## src/hdl/htbd_pkg.sv

```systemverilog
// Shared types and constants for the Huffman tree bit decoder.
// Used by every module in hdl/; depends on nothing else.
package htbd_pkg;

   // Table geometry
   localparam int NODE_COUNT    = 512;
   localparam int NODE_IDX_W    = $clog2(NODE_COUNT);
   localparam int BITS_PER_BYTE = 8;

   // Fixed field widths
   localparam int CHILD_W  = 9;
   localparam int SYM_W    = 8;
   localparam int VBITS_W  = 4;
   localparam int REQ_W    = 48;
   localparam int RSP_W    = 8;

   // Request kinds (tuser)
   localparam logic OP_LOAD   = 1'b0;
   localparam logic OP_DECODE = 1'b1;

   // One tree node as stored in the table
   typedef struct packed {
      logic               leaf;
      logic [SYM_W-1:0]   sym;
      logic [CHILD_W-1:0] left;
      logic [CHILD_W-1:0] right;
   } node_type;

   // Result of one tree step
   typedef struct packed {
      logic [CHILD_W-1:0] next;
      logic               miss;
   } step_type;

endpackage

```

## src/hdl/htbd_step.sv

```systemverilog
// Tree step unit: picks the child for one code bit and flags a missing child.
// Depends on htbd_pkg.
module htbd_step (
   input  htbd_pkg::node_type node,
   input  htbd_pkg::node_type root,
   input  logic               code_bit,
   output htbd_pkg::step_type step
);

   htbd_pkg::node_type       eff;
   logic [htbd_pkg::CHILD_W-1:0] child;

   // A leaf restarts from the root before moving
   always_comb begin
      eff   = node.leaf ? root : node;
      child = code_bit ? eff.right : eff.left;
      step.next = child;
      step.miss = (child == '0) || (int'(child) >= htbd_pkg::NODE_COUNT);
   end

endmodule

```

## config.mk

```make
export PLATFORM = sky130hd
export DESIGN_NAME = htbd_step
export DESIGN_NICKNAME = d
export VERILOG_FILES = /design/src/hdl/htbd_pkg.sv /design/src/hdl/htbd_step.sv
export SDC_FILE = /design/constraint.sdc
export NUM_CORES = 1
export LEC_CHECK = 0
export ABC_CLOCK_PERIOD_IN_PS = 2000
export BUFFER_PORTS_ARGS = -buffer_cell sky130_fd_sc_hd__buf_4
export CAP_MARGIN = 10
export CORE_AREA = 2 2 39 41
export DETAILED_ROUTE_END_ITERATION = 7
export DIE_AREA = 0 0 41 43
export PLACE_DENSITY = 0.75
export RECOVER_POWER = 100
export REMOVE_ABC_BUFFERS = 1
export SLEW_MARGIN = 10
export SYNTH_ARGS = -nofsm -noshare
export SYNTH_HDL_FRONTEND = slang
export SYNTH_SLANG_ARGS = --single-unit
export TNS_END_PERCENT = 10
```

## constraint.sdc

```tcl
create_clock -name vclk -period 2
set_input_delay 0 -clock vclk [all_inputs]
set_output_delay 0 -clock vclk [all_outputs]
set_load 0.005 [all_outputs]
```

Word level (Yosys, flattened, before mapping):

Cells that the tools add are included.

* register bits after elaboration: 0
* output and inout bits: 10
* logic and storage cells: 3

* mux-type cells: 2
* reductions and logical operators: 1

Operators by type and width (count)
* $mux W18: 1
* $logic_not A9 Y1: 1
* $mux W9: 1

Depth between registers and ports, before layout:

Gate-level depths: netlist of the first run.

* depth after elaboration: 3
* gate-level depth with buffers: 4
* depth with buffers taken out: 3

Worst setup path after synthesis of the first run:

OpenSTA, ideal clock, no wires.

* kind: input -> output
* from: input node[26] (netlist name)
* to: output step[0] (netlist name)
* data arrival time: 1.423 ns
* data required time: 2.000 ns
* setup slack: 0.577 ns
* stages: 4
* path buffers: 1
* path through: buf_6 mux4_2 or4_1 nor4_2

RTL lines
* start, declared: RTL line htbd_step.sv:4 `input htbd_pkg::node_type node,`
* end, declared: RTL line htbd_step.sv:7 `output htbd_pkg::step_type step`

==> flow_metrics.env, run 1 <==
export IMPL_fillers=150
export IMPL_wl_per_cell_um=15.6
export IMPL_grt_max_degree=10
export IMPL_setup_tns_ns=0
export IMPL_first_global_vias=411
export IMPL_synth_avg_cell_area_um2=19.0
export IMPL_path_delay_family="simple AND/OR/NAND/NOR gates"
export IMPL_timing_final_crit_share=0.819
export IMPL_wl_um=1180
export IMPL_dieArea_um2=1760
export IMPL_finalHoldViolCount=0
export IMPL_synth_cell_types=7
export IMPL_vias_per_cell=5.08
export IMPL_dieWidth_um=41
export IMPL_postLayoutCellArea_um2=622
export IMPL_globalplace_congestion=0.666
export IMPL_max_freq_mhz=611
export IMPL_maxCapViolations=0
export IMPL_power_density_nw_per_um2=207
export IMPL_antenna_cells_inserted=0
export IMPL_yosysSeqAreaShare=0
export IMPL_io_buffers=48
export IMPL_grt_setup_unrepaired="false"
export IMPL_setup_worst_path_class="input port to output port"
export IMPL_hold_path_class="input port to output port"
export IMPL_core_area_um2=1380
export IMPL_maxSlewViolCount=0
export IMPL_grt_pass1_wl_um=1740
export IMPL_nets=117
export IMPL_drt_initial_drc_count=0
export IMPL_crit_path_frequent_cell="buf_4"
export IMPL_cp_max_fo=9
export IMPL_area_growth_pct=133
export IMPL_num_rows=14
export IMPL_initial_core_util=0.193
export IMPL_dpl_instance_area_um2=632
export IMPL_status="complete, no violations"
export IMPL_tightest_slew_ns=0.249
export IMPL_fin_crit_ns=1.64
export IMPL_gr_usage_all_layers=0.143
export IMPL_cp_data_arrival_time_ns=1.64
export IMPL_cp_cell_sequence="buf_4, mux4_2, or4_1, nor4_1, buf_4"
export IMPL_syn_inst=14
export IMPL_antenna_found_initial=0
export IMPL_fp_dieH_um=43
export IMPL_clock_buffers=0
export IMPL_ys_warn_count=0
export IMPL_cts_setup_buffers=0
export IMPL_syn_area_um2=267
export IMPL_slowest_delay_ns=0.53
export IMPL_ir_drop_v=0.0000777
export IMPL_num_vias=386
export IMPL_relSlewSlack=0.832
export IMPL_worst_path_buf_inv=2
export IMPL_ios=65
export IMPL_cts_resized=0
export IMPL_worst_endpoint_required_ns=2.00
export IMPL_hold_buffers=0
export IMPL_p_leak_uw=0.000311
export IMPL_drc=0
export IMPL_design_seq_count=0
export IMPL_seq_area_um2=0
export IMPL_crit_path_end_kind="output port"
export IMPL_drive_above_1_share=0.833
export IMPL_finalSetupViolCount=0
export IMPL_grt_overflow=0
export IMPL_cp_start_kind="input port"
export IMPL_postRouteAntennaNets=0
export IMPL_first_pass_iters=1
export IMPL_crit_slowest_cell="or4_1"
kinds of logic (layout without fill, tap and decap cells):
| logic type | count (synthesis) | in the layout | synth area share |
|---|---|---|---|
| AND/OR/NAND/NOR | 3 | 3 | 0.0986 |
| multiplexers | 9 | 9 | 0.845 |
| buffers and inverters | 2 | 48 | 0.0563 |
synthesized netlist by cell type (all sizes together):
cell    number  area, um2
buf          1       11.3
clkbuf       1       3.75
mux4         9        225
nor4         1       12.5
or3          1       6.26
or4          1       7.51
through the flow:
step                      hold WS (ns)  total power (uW)   util  setup slack (ns)  std cells
after floorplan                  0.148              40.8      -             0.727         12
after global placement           0.406               134  0.457             0.395         76
after detailed placement         0.404               136  0.457             0.383         76
after CTS                        0.404               137  0.457             0.383         76
after global routing             0.427               141  0.449             0.330         76
final                            0.403               129  0.449             0.362         76
path summary, 6_finish.rpt:
| path | from | to | depth (start not counted) |
|---|---|---|---|
| worst max-delay path | node[26] | step[0] | 5 |
| worst min-delay path | node[13] | step[5] | 3 |
layout make-up:
class              count  area (um2)  area share
multi-input cells     12         245       0.394
well taps             16        20.0      0.0322
repair buffers        48         357       0.573
cell usage in the layout (no fill, tap or decap):
master	count
buf_4	40
clkbuf_4	7
mux4_1	6
mux4_2	3
or4_1	1
or3_1	1
nor4_1	1
clkbuf_1	1
where the power goes:
group	switching (uW)	internal (uW)
clock network	0	0
registers	0	0
logic	35.9	93.0
total	35.9	93.0
per-layer routing:
metal | global-route usage | wire length, um | up-vias
met5 | 0 | 0 | -
met4 | 0 | 0 | 0
met3 | 0.0314 | 210 | 0
met2 | 0.247 | 520 | 46
met1 | 0.186 | 451 | 169
li1 | - | - | 171
No activity file was read; power rests on OpenSTA's default activity.
==> run 2, diff against run 1 <==
--- a/config.mk
+++ b/config.mk
@@ -5,7 +5,7 @@
 export SDC_FILE = /design/constraint.sdc
 export NUM_CORES = 1
 export LEC_CHECK = 0
-export ABC_CLOCK_PERIOD_IN_PS = 2000
+export ABC_CLOCK_PERIOD_IN_PS = 1530
 export BUFFER_PORTS_ARGS = -buffer_cell sky130_fd_sc_hd__buf_4
 export CAP_MARGIN = 10
 export CORE_AREA = 2 2 39 41
==> constraint.sdc (replaced) <==
create_clock -name vclk -period 1.53
set_input_delay 0 -clock vclk [all_inputs]
set_output_delay 0 -clock vclk [all_outputs]
set_load 0.005 [all_outputs]
==> flow_metrics.env, run 2 (synthesis results as in run 1) <==
export IMPL_status="complete, no violations"
export IMPL_wl_um=1310
export IMPL_postRouteAntennaNets=0
export IMPL_drt_initial_drc_count=0
export IMPL_grt_max_degree=10
export IMPL_core_area_um2=1380
export IMPL_clock_buffers=0
export IMPL_area_growth_pct=172
export IMPL_worst_endpoint_required_ns=1.53
export IMPL_timing_final_crit_share=0.990
export IMPL_min_to="step[7]"
export IMPL_max_freq_mhz=661
export IMPL_num_vias=424
export IMPL_path_delay_family="simple AND/OR/NAND/NOR gates"
export IMPL_first_pass_iters=1
export IMPL_initial_core_util=0.193
export IMPL_final_cell_mix="56 x buf_4, 5 x mux4_2, 4 x mux4_1"
export IMPL_maxSlewViolCount=0
export IMPL_setup_worst_path_class="input port to output port"
export IMPL_tightest_slew_ns=0.189
export IMPL_hold_buffers=0
export IMPL_io_buffers=48
export IMPL_grt_setup_unrepaired="true"
export IMPL_num_rows=14
export IMPL_finalSetupViolCount=0
export IMPL_worstSetupStartpoint="node[26]"
export IMPL_worst_path_buf_inv=2
export IMPL_design_seq_count=0
export IMPL_wl_per_cell_um=15.2
export IMPL_nets=127
export IMPL_maxCapViolations=0
export IMPL_fp_dieH_um=43
export IMPL_crit_slowest_cell="or4_4"
export IMPL_vias_per_cell=4.93
export IMPL_cp_start_kind="input port"
export IMPL_cp_data_arrival_time_ns=1.51
export IMPL_hold_path_class="input port to output port"
export IMPL_slowest_delay_ns=0.56
export IMPL_p_leak_uw=0.000363
export IMPL_gr_usage_all_layers=0.145
export IMPL_relSlewSlack=0.873
export IMPL_ios=65
export IMPL_grt_overflow=0
export IMPL_cp_max_fo=7
export IMPL_power_density_nw_per_um2=305
export IMPL_dpl_instance_area_um2=677
export IMPL_seq_area_um2=0
export IMPL_hold_depth=3
export IMPL_fin_cells=86
export IMPL_antenna_cells_inserted=0
export IMPL_cp_cell_sequence="buf_12, mux4_2, or4_4, nor4_4, buf_4"
export IMPL_ir_drop_v=0.000139
export IMPL_first_global_vias=423
export IMPL_hp_start="root[6]"
export IMPL_fin_crit_ns=1.51
export IMPL_finalHoldViolCount=0
export IMPL_drc=0
export IMPL_placedCellCount=82
export IMPL_grt_pass1_wl_um=1810
export IMPL_globalplace_congestion=0.665
export IMPL_dieArea_um2=1760
export IMPL_layout_commonest_cell="buf_4"
export IMPL_crit_path_end_kind="output port"
export IMPL_postLayoutCellArea_um2=726
export IMPL_holdWs_ns=0.432
export IMPL_crit_cells=5
export IMPL_antenna_found_initial=0
export IMPL_fillers=133
export IMPL_drive_above_1_share=0.929
export IMPL_dieWidth_um=41
==> run 2: changes by cell type in the layout (fill, tap and decap cells not counted) <==
cell,previous run,this run
or3_4,0,1
buf_12,0,1
buf_4,40,56
mux4_2,3,5
or3_1,1,0
clkbuf_4,7,0
nor4_4,0,1
or4_4,0,1
or4_1,1,0
mux4_1,6,4
nor4_1,1,0
==> run 2: worst max path at each step <==
| stage | slack [ns] | endpoint |
|---|---|---|
| 2_1_floorplan | 0.26 | step[0] |
| 3_3_place_gp | -0.04 | step[0] |
| 3_5_place_dp | -0.08 | step[0] |
| 4_1_cts | 0.005 | step[0] |
| 5_1_grt | -0.03 | step[0] |
| 6_report | 0.02 | step[0] |
==> run 2: metal layers <==
layer	wire length, um	share of wire	up-vias	track usage
met2	610	0.47	46	0.241
met3	239	0.18	0	0.0314
met5	0	0	-	0
li1	-	-	188	-
met4	0	0	0	0
met1	459	0.35	190	0.199
==> run 2: stage by stage <==
stage / utilization / setup TNS [ns] / worst slack [ns] / total power (uW)
after floorplan: - / 0 / 0.257 / 53.3
after global placement: 0.489 / -0.0384 / -0.0384 / 197
after detailed placement: 0.489 / -0.0764 / -0.0764 / 199
after CTS: 0.485 / 0 / 0.00521 / 202
after global routing: 0.524 / -0.0274 / -0.0274 / 239
final: 0.524 / 0 / 0.0160 / 221
==> run 2: where the power goes <==
group	internal, uW	switching [uW]	total [uW]
Sequential	0	0	0
Combinational	159	61.8	221
Clock	0	0	0
Total	159	61.8	221
==> run 2: what timing repair did <==
item	CTS	global route
setup endpoints to repair	1	1
buffers inserted	0	5
pin swaps	1	2
gates resized for setup	4	4
==> run 2: area by class of cell <==
type | instances | area (um2) | share of cell area
multi-input cells | 12 | 262 | 0.360
well taps | 16 | 20.0 | 0.0276
repair buffers | 58 | 444 | 0.612
